**config.mk**
```make
export PLATFORM = sky130hd
export DESIGN_NAME = joint_slew_limit_servo_goal
export DESIGN_NICKNAME = d
export VERILOG_FILES = /design/src/design/jslsg_pkg.sv /design/src/design/jslsg_front.sv /design/src/design/jslsg_queue.sv /design/src/design/jslsg_back.sv /design/src/design/joint_slew_limit_servo_goal.sv
export SDC_FILE = /design/constraint.sdc
export NUM_CORES = 2
export LEC_CHECK = 0
export ABC_CLOCK_PERIOD_IN_PS = 13400
export BUFFER_PORTS_ARGS = -buffer_cell sky130_fd_sc_hd__buf_2
export CAP_MARGIN = 20
export CORE_MARGIN = 2
export CORE_UTILIZATION = 30
export CTS_BUF_LIST = sky130_fd_sc_hd__clkbuf_16
export CTS_CLUSTER_DIAMETER = 60
export DETAILED_ROUTE_END_ITERATION = 8
export HOLD_SLACK_MARGIN = 0.15
export MAX_ROUTING_LAYER = met4
export PLACE_DENSITY_LB_ADDON = 0.05
export SYNTH_ARGS = -nofsm -noshare
export SYNTH_HDL_FRONTEND = slang
export SYNTH_SLANG_ARGS = --single-unit
```
**constraint.sdc**
```tcl
create_clock -name clk -period 13.4 [get_ports clk]
set_input_delay 1.34 -clock clk [delete_from_list [all_inputs] [get_ports clk]]
set_output_delay 1.34 -clock clk [all_outputs]
set_load 0.005 [all_outputs]
```
**src/design/jslsg_pkg.sv**
```systemverilog
// ----------------------------------------------------------------------------
// jslsg_pkg: shared types and constants for the joint slew limiter
// Widths, register indexes, reset values and the structs that carry
// configuration and queued items between the front and back parts.
// ----------------------------------------------------------------------------
package jslsg_pkg;

  localparam int JOINTS     = 5;
  localparam int ANGLE_W    = 16;
  localparam int COUNT_W    = 8;
  localparam int STEP_W     = 15;
  localparam int CENTER_W   = 10;
  localparam int GOAL_W     = 10;
  localparam int FRAC_W     = 16;
  localparam int SUM_W      = 30;
  localparam int CFG_IDX_W  = 3;
  localparam int CFG_DATA_W = 15;

  // Servo counts per radian in Q12.4, about 1024 / (2 pi).
  localparam int SCALE_Q16 = 2608;
  localparam int GOAL_MAX  = 1023;

  // Reset values of the configuration registers.
  localparam logic [STEP_W-1:0]   STEP_RESET     = 15'd61;
  localparam logic [STEP_W-1:0]   DEADBAND_RESET = 15'd82;
  localparam logic [CENTER_W-1:0] CENTER_RESET   = 10'd512;

  // Register indexes on the configuration port.
  localparam logic [CFG_IDX_W-1:0] REG_STEP_LIMIT = 3'd0;
  localparam logic [CFG_IDX_W-1:0] REG_DEADBAND   = 3'd1;
  localparam logic [CFG_IDX_W-1:0] REG_SIGN_MASK  = 3'd2;
  localparam logic [CFG_IDX_W-1:0] REG_CENTER_0   = 3'd3;
  localparam logic [CFG_IDX_W-1:0] REG_CENTER_1   = 3'd4;
  localparam logic [CFG_IDX_W-1:0] REG_CENTER_2   = 3'd5;
  localparam logic [CFG_IDX_W-1:0] REG_CENTER_3   = 3'd6;
  localparam logic [CFG_IDX_W-1:0] REG_CENTER_4   = 3'd7;

  typedef logic [ANGLE_W-1:0]               angle_t;
  typedef angle_t [JOINTS-1:0]              angle_vec_t;
  typedef logic [CENTER_W-1:0]              center_t;
  typedef logic [GOAL_W-1:0]                goal_t;
  typedef goal_t [JOINTS-1:0]               goal_vec_t;

  // Settings used by the front part.
  typedef struct packed {
    logic [STEP_W-1:0] step_limit;
    logic [STEP_W-1:0] deadband;
  } front_cfg_t;

  // Settings used by the back part.
  typedef struct packed {
    logic [JOINTS-1:0]        sign_mask;
    center_t [JOINTS-1:0]     center;
  } back_cfg_t;

  // Queue handshake status between front and back.
  typedef struct packed {
    logic full;
    logic empty;
  } queue_status_t;

endpackage

```
**src/design/jslsg_front.sv**
```systemverilog
// ----------------------------------------------------------------------------
// jslsg_front: message filter, deadband and slew-rate limiter
// Drops short messages, primes the stored angles on the first message and
// moves each joint from its previous angle by at most the step limit.
// ----------------------------------------------------------------------------
module jslsg_front import jslsg_pkg::*; (
  input  logic               clk,
  input  logic               rst,
  input  logic               accept,
  input  angle_vec_t         angle,
  input  logic [COUNT_W-1:0] position_count,
  input  front_cfg_t         cfg,
  output logic               push,
  output angle_vec_t         limited
);

  angle_vec_t previous_angle;
  angle_vec_t previous_angle_next;
  logic       primed;
  logic       keep;

  // Messages with fewer positions than joints are dropped.
  assign keep = accept && (position_count >= COUNT_W'(JOINTS));
  assign push = keep;

  // Per joint: deadband on joint zero, then clamp the change to the step.
  always_comb begin
    logic signed [ANGLE_W-1:0] prev;
    logic signed [ANGLE_W-1:0] tgt;
    logic signed [ANGLE_W:0]   mag;
    logic signed [ANGLE_W:0]   diff;
    logic signed [ANGLE_W:0]   step_pos;
    logic signed [ANGLE_W:0]   step_neg;
    logic signed [ANGLE_W:0]   lim;
    for (int j = 0; j < JOINTS; j++) begin
      tgt  = $signed(angle[j]);
      prev = primed ? $signed(previous_angle[j]) : tgt;
      if (j == 0) begin
        mag = tgt[ANGLE_W-1] ? -{tgt[ANGLE_W-1], tgt} : {tgt[ANGLE_W-1], tgt};
        if (mag < $signed({{(ANGLE_W+1-STEP_W){1'b0}}, cfg.deadband})) begin
          tgt = '0;
        end
      end
      diff     = {tgt[ANGLE_W-1], tgt} - {prev[ANGLE_W-1], prev};
      step_pos = $signed({{(ANGLE_W+1-STEP_W){1'b0}}, cfg.step_limit});
      step_neg = -step_pos;
      if (diff > step_pos) begin
        diff = step_pos;
      end else if (diff < step_neg) begin
        diff = step_neg;
      end
      lim = {prev[ANGLE_W-1], prev} + diff;
      limited[j]             = lim[ANGLE_W-1:0];
      previous_angle_next[j] = lim[ANGLE_W-1:0];
    end
  end

  // Stored angles and the primed flag change only on a kept message.
  always_ff @(posedge clk) begin
    if (rst) begin
      previous_angle <= '0;
      primed         <= 1'b0;
    end else if (keep) begin
      previous_angle <= previous_angle_next;
      primed         <= 1'b1;
    end
  end

endmodule

```
**src/design/jslsg_queue.sv**
```systemverilog
// ----------------------------------------------------------------------------
// jslsg_queue: two-entry queue of limited angle sets
// Decouples the front part from the back part so each can stall on its own.
// ----------------------------------------------------------------------------
module jslsg_queue import jslsg_pkg::*; (
  input  logic          clk,
  input  logic          rst,
  input  logic          push,
  input  angle_vec_t    push_data,
  input  logic          pop,
  output angle_vec_t    head,
  output queue_status_t status
);

  angle_vec_t  mem [2];
  logic        wr_ptr;
  logic        rd_ptr;
  logic [1:0]  count;

  assign status.full  = (count == 2'd2);
  assign status.empty = (count == 2'd0);
  assign head         = mem[rd_ptr];

  // Storage is written at the tail.
  always_ff @(posedge clk) begin
    if (push) begin
      mem[wr_ptr] <= push_data;
    end
  end

  // Pointers and fill count.
  always_ff @(posedge clk) begin
    if (rst) begin
      wr_ptr <= 1'b0;
      rd_ptr <= 1'b0;
      count  <= 2'd0;
    end else begin
      if (push) begin
        wr_ptr <= ~wr_ptr;
      end
      if (pop) begin
        rd_ptr <= ~rd_ptr;
      end
      if (push && !pop) begin
        count <= count + 2'd1;
      end else if (pop && !push) begin
        count <= count - 2'd1;
      end
    end
  end

endmodule

```
**src/design/jslsg_back.sv**
```systemverilog
// ----------------------------------------------------------------------------
// jslsg_back: scaling to servo counts
// Applies the joint sign, scales by the counts-per-radian constant, adds
// the center, then rounds and clamps into a registered output stage.
// ----------------------------------------------------------------------------
module jslsg_back import jslsg_pkg::*; (
  input  logic          clk,
  input  logic          rst,
  input  queue_status_t qstat,
  input  angle_vec_t    head,
  input  back_cfg_t     cfg,
  output logic          pop,
  output logic          out_valid,
  input  logic          out_stall,
  output goal_vec_t     goal
);

  localparam int PAD_W = SUM_W - CENTER_W - FRAC_W;

  logic                           s1_valid;
  logic signed [SUM_W-1:0]        sum [JOINTS];
  logic signed [SUM_W-1:0]        sum_next [JOINTS];
  goal_vec_t                      goal_next;
  logic                           out_ready;
  logic                           s1_ready;

  // Ready chain from the output back to the queue.
  assign out_ready = !out_valid || !out_stall;
  assign s1_ready  = !s1_valid || out_ready;
  assign pop       = !qstat.empty && s1_ready;

  // Stage one: signed multiply by the scale and add the center.
  always_comb begin
    logic signed [ANGLE_W:0] s;
    logic signed [SUM_W-1:0] prod;
    for (int j = 0; j < JOINTS; j++) begin
      s = {head[j][ANGLE_W-1], head[j]};
      if (cfg.sign_mask[j]) begin
        s = -s;
      end
      prod        = SUM_W'(s) * $signed(SUM_W'(SCALE_Q16));
      sum_next[j] = $signed({{PAD_W{1'b0}}, cfg.center[j], {FRAC_W{1'b0}}}) + prod;
    end
  end

  // Stage two: round half away from zero, then clamp to the goal range.
  always_comb begin
    logic [SUM_W-1:0]        rnd;
    logic [SUM_W-FRAC_W-1:0] r;
    for (int j = 0; j < JOINTS; j++) begin
      rnd = sum[j] + SUM_W'(1 << (FRAC_W - 1));
      r   = rnd[SUM_W-1:FRAC_W];
      if (sum[j][SUM_W-1]) begin
        goal_next[j] = '0;
      end else if (r > (SUM_W-FRAC_W)'(GOAL_MAX)) begin
        goal_next[j] = GOAL_W'(GOAL_MAX);
      end else begin
        goal_next[j] = r[GOAL_W-1:0];
      end
    end
  end

  // Payload registers.
  always_ff @(posedge clk) begin
    if (s1_ready) begin
      sum <= sum_next;
    end
    if (out_ready) begin
      goal <= goal_next;
    end
  end

  // Valid bits of both stages.
  always_ff @(posedge clk) begin
    if (rst) begin
      s1_valid  <= 1'b0;
      out_valid <= 1'b0;
    end else begin
      if (s1_ready) begin
        s1_valid <= pop;
      end
      if (out_ready) begin
        out_valid <= s1_valid;
      end
    end
  end

endmodule

```
**src/design/joint_slew_limit_servo_goal.sv**
```systemverilog
// ----------------------------------------------------------------------------
// joint_slew_limit_servo_goal: slew-limited servo goals for five joints
// Top level: configuration registers, front limiter, queue and back scaler.
// ----------------------------------------------------------------------------
// Usage:
// An input transfer carries five joint angles (signed Q3.12 radians) and a
// position count; it completes when in_valid is high and in_stall is low.
// Messages with fewer than five positions are absorbed and give no result.
// Every other message gives one output transfer of five goal counts,
// completed when out_valid is high and out_stall is low.
// The limited angles enter the queue at the input transfer; the scaling
// multiply is then registered in stage one and the rounding and clamp in
// the output register, which drives out_valid. One message can be taken
// every cycle while the queue is not full; the stored previous angles are
// updated once per kept message.
// When the receiver stalls, the output register and the scaling stage hold,
// the two-entry queue fills, and in_stall rises once it is full.
// Reset clears the stored angles and the primed flag, empties the queue and
// loads the register defaults: step 61, deadband 82, no sign inversion,
// centers at 512. The user writes the registers, through cfg_write, cfg_index
// and cfg_data, only with no message in flight; the block does not enforce it.
// ----------------------------------------------------------------------------
module joint_slew_limit_servo_goal import jslsg_pkg::*; (
  input  logic                  clk,
  input  logic                  rst,
  input  logic                  cfg_write,
  input  logic [CFG_IDX_W-1:0]  cfg_index,
  input  logic [CFG_DATA_W-1:0] cfg_data,
  input  logic                  in_valid,
  output logic                  in_stall,
  input  logic signed [ANGLE_W-1:0] angle_0,
  input  logic signed [ANGLE_W-1:0] angle_1,
  input  logic signed [ANGLE_W-1:0] angle_2,
  input  logic signed [ANGLE_W-1:0] angle_3,
  input  logic signed [ANGLE_W-1:0] angle_4,
  input  logic [COUNT_W-1:0]    position_count,
  output logic                  out_valid,
  input  logic                  out_stall,
  output logic [GOAL_W-1:0]     goal_0,
  output logic [GOAL_W-1:0]     goal_1,
  output logic [GOAL_W-1:0]     goal_2,
  output logic [GOAL_W-1:0]     goal_3,
  output logic [GOAL_W-1:0]     goal_4
);

  front_cfg_t    front_cfg;
  back_cfg_t     back_cfg;
  angle_vec_t    angle;
  angle_vec_t    limited;
  angle_vec_t    head;
  goal_vec_t     goal;
  queue_status_t qstat;
  logic          accept;
  logic          push;
  logic          pop;

  // Configuration register file.
  always_ff @(posedge clk) begin
    if (rst) begin
      front_cfg.step_limit <= STEP_RESET;
      front_cfg.deadband   <= DEADBAND_RESET;
      back_cfg.sign_mask   <= '0;
      for (int j = 0; j < JOINTS; j++) begin
        back_cfg.center[j] <= CENTER_RESET;
      end
    end else if (cfg_write) begin
      unique case (cfg_index)
        REG_STEP_LIMIT: front_cfg.step_limit <= cfg_data[STEP_W-1:0];
        REG_DEADBAND:   front_cfg.deadband   <= cfg_data[STEP_W-1:0];
        REG_SIGN_MASK:  back_cfg.sign_mask   <= cfg_data[JOINTS-1:0];
        REG_CENTER_0:   back_cfg.center[0]   <= cfg_data[CENTER_W-1:0];
        REG_CENTER_1:   back_cfg.center[1]   <= cfg_data[CENTER_W-1:0];
        REG_CENTER_2:   back_cfg.center[2]   <= cfg_data[CENTER_W-1:0];
        REG_CENTER_3:   back_cfg.center[3]   <= cfg_data[CENTER_W-1:0];
        REG_CENTER_4:   back_cfg.center[4]   <= cfg_data[CENTER_W-1:0];
        default: ;
      endcase
    end
  end

  // Input transfer completes whenever the queue has room.
  assign in_stall = qstat.full;
  assign accept   = in_valid && !in_stall;

  assign angle[0] = angle_0;
  assign angle[1] = angle_1;
  assign angle[2] = angle_2;
  assign angle[3] = angle_3;
  assign angle[4] = angle_4;

  jslsg_front u_front (
    .clk            (clk),
    .rst            (rst),
    .accept         (accept),
    .angle          (angle),
    .position_count (position_count),
    .cfg            (front_cfg),
    .push           (push),
    .limited        (limited)
  );

  jslsg_queue u_queue (
    .clk       (clk),
    .rst       (rst),
    .push      (push),
    .push_data (limited),
    .pop       (pop),
    .head      (head),
    .status    (qstat)
  );

  jslsg_back u_back (
    .clk       (clk),
    .rst       (rst),
    .qstat     (qstat),
    .head      (head),
    .cfg       (back_cfg),
    .pop       (pop),
    .out_valid (out_valid),
    .out_stall (out_stall),
    .goal      (goal)
  );

  assign goal_0 = goal[0];
  assign goal_1 = goal[1];
  assign goal_2 = goal[2];
  assign goal_3 = goal[3];
  assign goal_4 = goal[4];

endmodule
```
; After elaboration in Yosys (flattened, before gate mapping)
; Memories as Yosys holds them, arrays and structs flattened. A register that Yosys moved wholly into a read port is not among the register bits.
; Index checks and enable logic that the tools add are counted.
[totals]
reg_bits = 372
mem_bits_rw = 160
input_bits = 111
output_inout_bits = 52
elab_cells = 149
memories = 1
[classes]
addsub = 29
n_mul = 5
order_cmp = 17
n_eq_ne = 8
n_mux = 33
n_bitwise = 2
n_reduce_logical = 25
[mem_list]
columns = memory, words, word_bits, rd, rd_clocked_by_memory_dff, write_ports, line
row1 = u_queue.mem, 2, 80, 1, 1, 1, jslsg_queue.sv:15  ; angle_vec_t mem [2];
[op_table]
columns = operator, count
row1 = 16-bit two-way mux, 16
row2 = 27-bit by 30-bit adder with 30-bit output, 5
row3 = "30-bit by 17-bit adder with 30-bit output, second input constant", 5
row4 = "17-bit by 9-bit multiplier with 26-bit output, second input constant", 5
row5 = 17-bit two-way mux, 6
row6 = 17-bit by 16-bit greater-than comparator with 1-bit output, 5
row7 = 17-bit less-than comparator, 5
row8 = 16-bit negator with 17-bit output, 5
row9 = 16-bit by 16-bit subtractor with 17-bit output, 5
row10 = 16-bit adder, 5
row11 = "14-bit by 10-bit greater-than comparator with 1-bit output, second input constant", 5
row12 = 10-bit two-way mux, 5
row13 = 17-bit by 16-bit less-than comparator with 1-bit output, 1
row14 = 15-bit negator with 17-bit output, 1
row15 = 17-bit negator, 1
row16 = 2-bit AND reduction, 8
row17 = "3-bit == test, second input constant", 4
row18 = "8-bit by 3-bit >= comparator with 1-bit output, second input constant", 1
row19 = 1-bit logical NOT, 7
row20 = "3-bit by 2-bit == test with 1-bit output, second input constant", 2
row21 = 1-bit logical AND, 5
row22 = 1-bit two-way mux, 4
row23 = 2-bit two-way mux, 2
row24 = "3-bit by 1-bit == test with 1-bit output, second input constant", 1
row25 = other kinds (8), 10

; Longest topological paths before layout
[logic_depth]
ltp_word = 9
depth_mapped = 49
ltp_nobuf = 47

; Hierarchy
; From an unflattened synthesis, not the netlist that was laid out.
[hier_totals]
cells_unflattened = 5186
hier_area_um2 = 47382.9
[by_module_without_submodules]
columns = module, instances, cells_per_inst, area_per_inst_um2, seq_area_each_um2
row1 = jslsg_back, 1, 2293, 20803.7, 3793.6
row2 = jslsg_front, 1, 2305, 17136.4, 1621.6
row3 = jslsg_queue, 1, 271, 6008.3, 4904.7
row4 = joint_slew_limit_servo_goal, 1, 317, 3434.5, 1701.6

; Least setup slack after synthesis
; Ideal clock, no wire load.
[synth_path]
kind = input-to-reg
from = input port angle_0[2]
to = memory u_queue.mem[0][15] (netlist bit), data pin
arrival_ns = 9.977
setup_slack_ns = 3.161
cell_stages = 42
path_buffers = 3
path_cell_list = or3_1 > or3_1 > or3_1 > o31ai_1 > xnor2_1 > ha_1 > and4_1 > nand2_1 > o2111ai_1 > clkbuf_1 > nand3_1 > ha_1 > fa_1 > nor2b_1 > o21ai_0 > a21bo_2 > a21oi_1 > o21ai_0 > [... 6 more ...] > nor2_1 > o41ai_1 > a21oi_1 > o21ai_0 > buf_1 > clkbuf_1 > a21oi_1 > o21ai_0 > ha_1 > a21o_1 > a21oi_1 > o211ai_1 > nand4_1 > nand2_1 > o41ai_1 > mux2i_1 > nand2_1 > xnor2_1
[synth_rtl]
columns = element, line
row1 = from (decl), joint_slew_limit_servo_goal.sv:31  ; input logic signed [ANGLE_W-1:0] angle_0,
row2 = to (decl), jslsg_queue.sv:15

; Worst setup path in the final report
[layout_path]
from = input port angle_0[2]
to = register u_front.previous_angle[15] (netlist bit)
[layout_between]
elab_chain_len = 9
[layout_rtl]
columns = element, line
row1 = 17-bit negator, jslsg_front.sv:39  ; mag = tgt[ANGLE_W-1] ? -{tgt[ANGLE_W-1], tgt} : {tgt[ANGLE_W-1], tgt};
row2 = 17-bit two-way mux, jslsg_front.sv:39
row3 = 17-bit by 16-bit less-than comparator with 1-bit output, jslsg_front.sv:40  ; if (mag < $signed({{(ANGLE_W+1-STEP_W){1'b0}}, cfg.deadband})) begin
row4 = 16-bit two-way mux, jslsg_front.sv:40
row5 = 16-bit by 16-bit subtractor with 17-bit output, jslsg_front.sv:44  ; diff = {tgt[ANGLE_W-1], tgt} - {prev[ANGLE_W-1], prev};
row6 = 17-bit less-than comparator, jslsg_front.sv:49  ; end else if (diff < step_neg) begin
row7 = 16-bit two-way mux, jslsg_front.sv:49
row8 = 16-bit two-way mux, jslsg_front.sv:47  ; if (diff > step_pos) begin
row9 = 16-bit adder (*), jslsg_front.sv:52  ; lim = {prev[ANGLE_W-1], prev} + diff;
row10 = to (signal assigned), jslsg_front.sv:64  ; previous_angle <= previous_angle_next;
row11 = to (decl), jslsg_front.sv:17  ; angle_vec_t previous_angle;
; Mark *: on every way between the ends. The rest lies on a longest branch, timed or not.
; A chain may end at the register's enable or synchronous reset.

==> qor.json <==
{
  "sta": {
    "clock_skew_ns": 0.0678,
    "timing.final.hold_violations": 0,
    "final_period_minus_worst_setup_slack_ns": 10.53,
    "f_max_mhz": 95.0,
    "rsz0062_at_grt": "false",
    "finalMaxSlewViolations": 0,
    "setup_total_negative_slack_ns": 0,
    "final.period_utilization_pct": 78.6,
    "worstMarginPinSlew_ns": 1.21,
    "timing.slew.headroom_pct": 19.3,
    "timing.final.setup_violations": 0
  },
  "logic_synthesis": {
    "ys_types": 108,
    "synth_top_cell_area_share_pct": 20.9,
    "yosys.area.top_type": "sky130_fd_sc_hd__ha_1",
    "syn_inst": 5011,
    "synth_ff_type": "sky130_fd_sc_hd__edfxtp_1",
    "synthArstFlopShare_pct": 0,
    "synth.yosys.seq_area_share_pct": 26.2,
    "yosys_register_bits": 458,
    "ys.warnings.count": 0,
    "post_synth.cell_area_avg_um2": 9.16,
    "post_synth_instance_area_um2": 45900,
    "synth-edff-count": 285,
    "synth_fp_nets": 6030,
    "synth_area_leaders": "sky130_fd_sc_hd__ha_1 21%, sky130_fd_sc_hd__edfxtp_1 19%, sky130_fd_sc_hd__dfxtp_1 7.5%, sky130_fd_sc_hd__fa_1 6.1%, sky130_fd_sc_hd__a21oi_1 5.4%"
  },
  "route": {
    "routed_vias": 36300,
    "ant_nets": 0,
    "detail_route.vias_per_cell": 5.00,
    "wirelength_um": 153000,
    "drt_iter0_drc": 2136,
    "avgRoutedWirePerCell_um": 21.1,
    "drc": 0,
    "drt_pre_antenna_iters": 6
  },
  "layout": {
    "final_design_instance_area_without_fill_um2": 51800,
    "most-common-layout-cells": "768 x sky130_fd_sc_hd__ha_1, 521 x sky130_fd_sc_hd__nand2_1, 492 x sky130_fd_sc_hd__a21oi_1",
    "drive_gt1_share_pct": 8.80,
    "commonest_non_fill_non_tap_cell_in_the_layout": "sky130_fd_sc_hd__ha_1",
    "num-nets-final": 6183,
    "syn2layout_area_growth_pct": 12.9,
    "layout.cells.non_filler": 7263
  },
  "clocking": {
    "cts-root-buf": "sky130_fd_sc_hd__clkbuf_16",
    "clock_latency_ns": 0.71,
    "cts_hold_buffers": 0,
    "cts-buffers-inserted": 75,
    "longest_clk_path_bufs": 3,
    "clock_sinks": 458,
    "post_cts_resized": 0,
    "cts_setup_buffers": 0,
    "clk_transition_reported_paths_ns": 0.05,
    "tritoncts": "built",
    "htreeDepth": 3
  },
  "place": {
    "dpl.cell_count": 7115,
    "post_detailed_placement_cell_area_um2": 49200,
    "place_congestion": 0.853,
    "portBuffers": 162,
    "detailed_place_hpwl_um": 121000
  },
  "global_route": {
    "use_met3_pct": 2.69,
    "antenna_violations_before_repair": 20,
    "globalRoute.totalOverflow": 0,
    "first_global_vias": 35500,
    "top_usage_layer": "met2",
    "grt_start_max_net_pins": 69,
    "global_route.usage.met1_pct": 28.2,
    "grt_util_all_layers_pct": 20.0,
    "grtUsageMet2_pct": 30.1,
    "global_route_wire_length_before_repair_um": 228000
  },
  "setup_path": {
    "path_max_fanout": 17,
    "worst_path_largest_cell_delay_ns": 0.71,
    "worstPathBufferInverterCount": 2,
    "worstPathArrival_ns": 11.08,
    "critPathRequiredTime_ns": 13.95,
    "setup.worst_path.start_class": "input pin",
    "crit_path_top_delay_cell": "sky130_fd_sc_hd__o21ai_2",
    "timing.setup.critical_path_class": "input pin to register",
    "path_common_cell": "sky130_fd_sc_hd__o21ai_0",
    "cp_top_family": "compound AO/OA/AOI/OAI gates",
    "critical_path.endpoint_type": "register"
  },
  "die": {
    "fp.dieArea_um2": 156000,
    "placement_rows": 143,
    "die_x_um": 395,
    "die_height_um": 395,
    "start_util_pct": 30.2,
    "fp.coreArea_um2": 152000,
    "boundaryPins": 163
  },
  "job": {
    "drv_cap": 0
  },
  "outcome": {
    "run_status": "finished, final reports clean"
  },
  "worst_hold_path": {
    "timing.hold.worst.class": "register to register"
  }
}
## worst paths after layout
kind                                      startpoint                                       to  slack (ns)  cells past startpoint
min          u_front.previous_angle[36]$_SDFFE_PP0P_  u_front.previous_angle[36]$_SDFFE_PP0P_        0.45                      2
min reg2reg  u_front.previous_angle[36]$_SDFFE_PP0P_  u_front.previous_angle[36]$_SDFFE_PP0P_        0.45                      2
max reg2reg                                 register                u_back.sum[148]$_DFFE_PN_        4.05                     34
max                                       angle_0[2]  u_front.previous_angle[15]$_SDFFE_PP0P_        2.87                     42
## sequential cells by signal (all words and copies together) (netlist names), 2 cells and up, named ones only
| name | cells |
|---|---|
| u_back.sum | 75 |
| u_queue.mem | 160 |
| u_back.goal | 50 |
| back_cfg | 55 |
| u_queue.count | 2 |
| front_cfg | 30 |
| u_front.previous_angle | 80 |
## cell type report
type | instances | area [um2]
inverters | 408 | 1530
flip-flops and latches | 458 | 12000
clock buffers | 77 | 1930
fillers | 15700 | 100000
multi-input cells | 4003 | 31800
diodes | 6 | 15.0
clock inverters | 63 | 696
repair buffers | 218 | 1250
well taps | 2030 | 2540
## per-layer routing
layer	routed length, um	vias up
li1	-	18200
met1	77000	17200
met2	65500	751
met3	6930	161
met4	3670	0
met5	0	-
## worst register-to-register path, delay by kind of cell, from the launching register on
| kind | cells | cell delay [ns] |
|---|---|---|
| AOI/OAI and AO/OA | 12 | 2.78 |
| xor gates and xnor gates | 2 | 0.67 |
| adders and majority gates | 7 | 2.46 |
| buffers and inverters | 4 | 0.66 |
| DFF | 1 | 0.76 |
| muxes | 1 | 0.41 |
| and+or+nand+nor | 8 | 1.36 |
## metrics by stage
step                setup WS [ns]  hold WS [ns]  utilization (%)
CTS                          2.31         0.453             34.1
floorplan                    3.16         0.436                -
global route                 2.02         0.472             34.1
finish                       2.87         0.454             34.1
global placement             1.64         0.443             32.4
detailed placement           1.61         0.446             32.4
## cells in the mapped netlist (14+ instances only)
cell type,n
sky130_fd_sc_hd__o22ai_1,25
sky130_fd_sc_hd__mux2i_1,211
sky130_fd_sc_hd__nand2b_1,52
sky130_fd_sc_hd__xor2_1,156
sky130_fd_sc_hd__o31ai_1,25
sky130_fd_sc_hd__edfxtp_1,285
sky130_fd_sc_hd__o21a_1,59
sky130_fd_sc_hd__or2_2,18
sky130_fd_sc_hd__o211ai_1,26
sky130_fd_sc_hd__mux2_2,22
sky130_fd_sc_hd__o21bai_1,33
sky130_fd_sc_hd__nand3b_1,14
sky130_fd_sc_hd__buf_2,17
sky130_fd_sc_hd__nand2_1,522
sky130_fd_sc_hd__fa_1,140
sky130_fd_sc_hd__o21ai_0,198
sky130_fd_sc_hd__inv_1,403
sky130_fd_sc_hd__nand4_1,31
sky130_fd_sc_hd__a211oi_1,23
sky130_fd_sc_hd__a211o_1,14
sky130_fd_sc_hd__nand3_1,100
sky130_fd_sc_hd__nor2b_1,64
sky130_fd_sc_hd__and3_1,56
sky130_fd_sc_hd__a31oi_1,22
sky130_fd_sc_hd__dfxtp_1,173
sky130_fd_sc_hd__a21o_1,94
sky130_fd_sc_hd__nor3_1,106
sky130_fd_sc_hd__clkbuf_1,102
sky130_fd_sc_hd__xnor2_1,249
sky130_fd_sc_hd__and2_1,16
sky130_fd_sc_hd__or3_1,16
sky130_fd_sc_hd__nor2_1,243
sky130_fd_sc_hd__ha_1,768
sky130_fd_sc_hd__a21oi_1,494
## kinds of logic (layout without fill, tap and decap cells)
logic type,count (synthesis),after routing,share of synthesized area [%]
adder cells (fa/ha/maj),909,909,27.1
buffers and inverters,550,766,4.65
XOR/XNOR,408,408,7.85
other,0,6,0
AND/OR/NAND/NOR,1299,1299,13.3
AO/OA/AOI/OAI,1147,1147,15.5
flip-flops,458,458,26.2
multiplexers,240,240,5.41
Power is not shown: default switching activity piles up to over one toggle a cycle in this logic, so the estimate is an artifact.
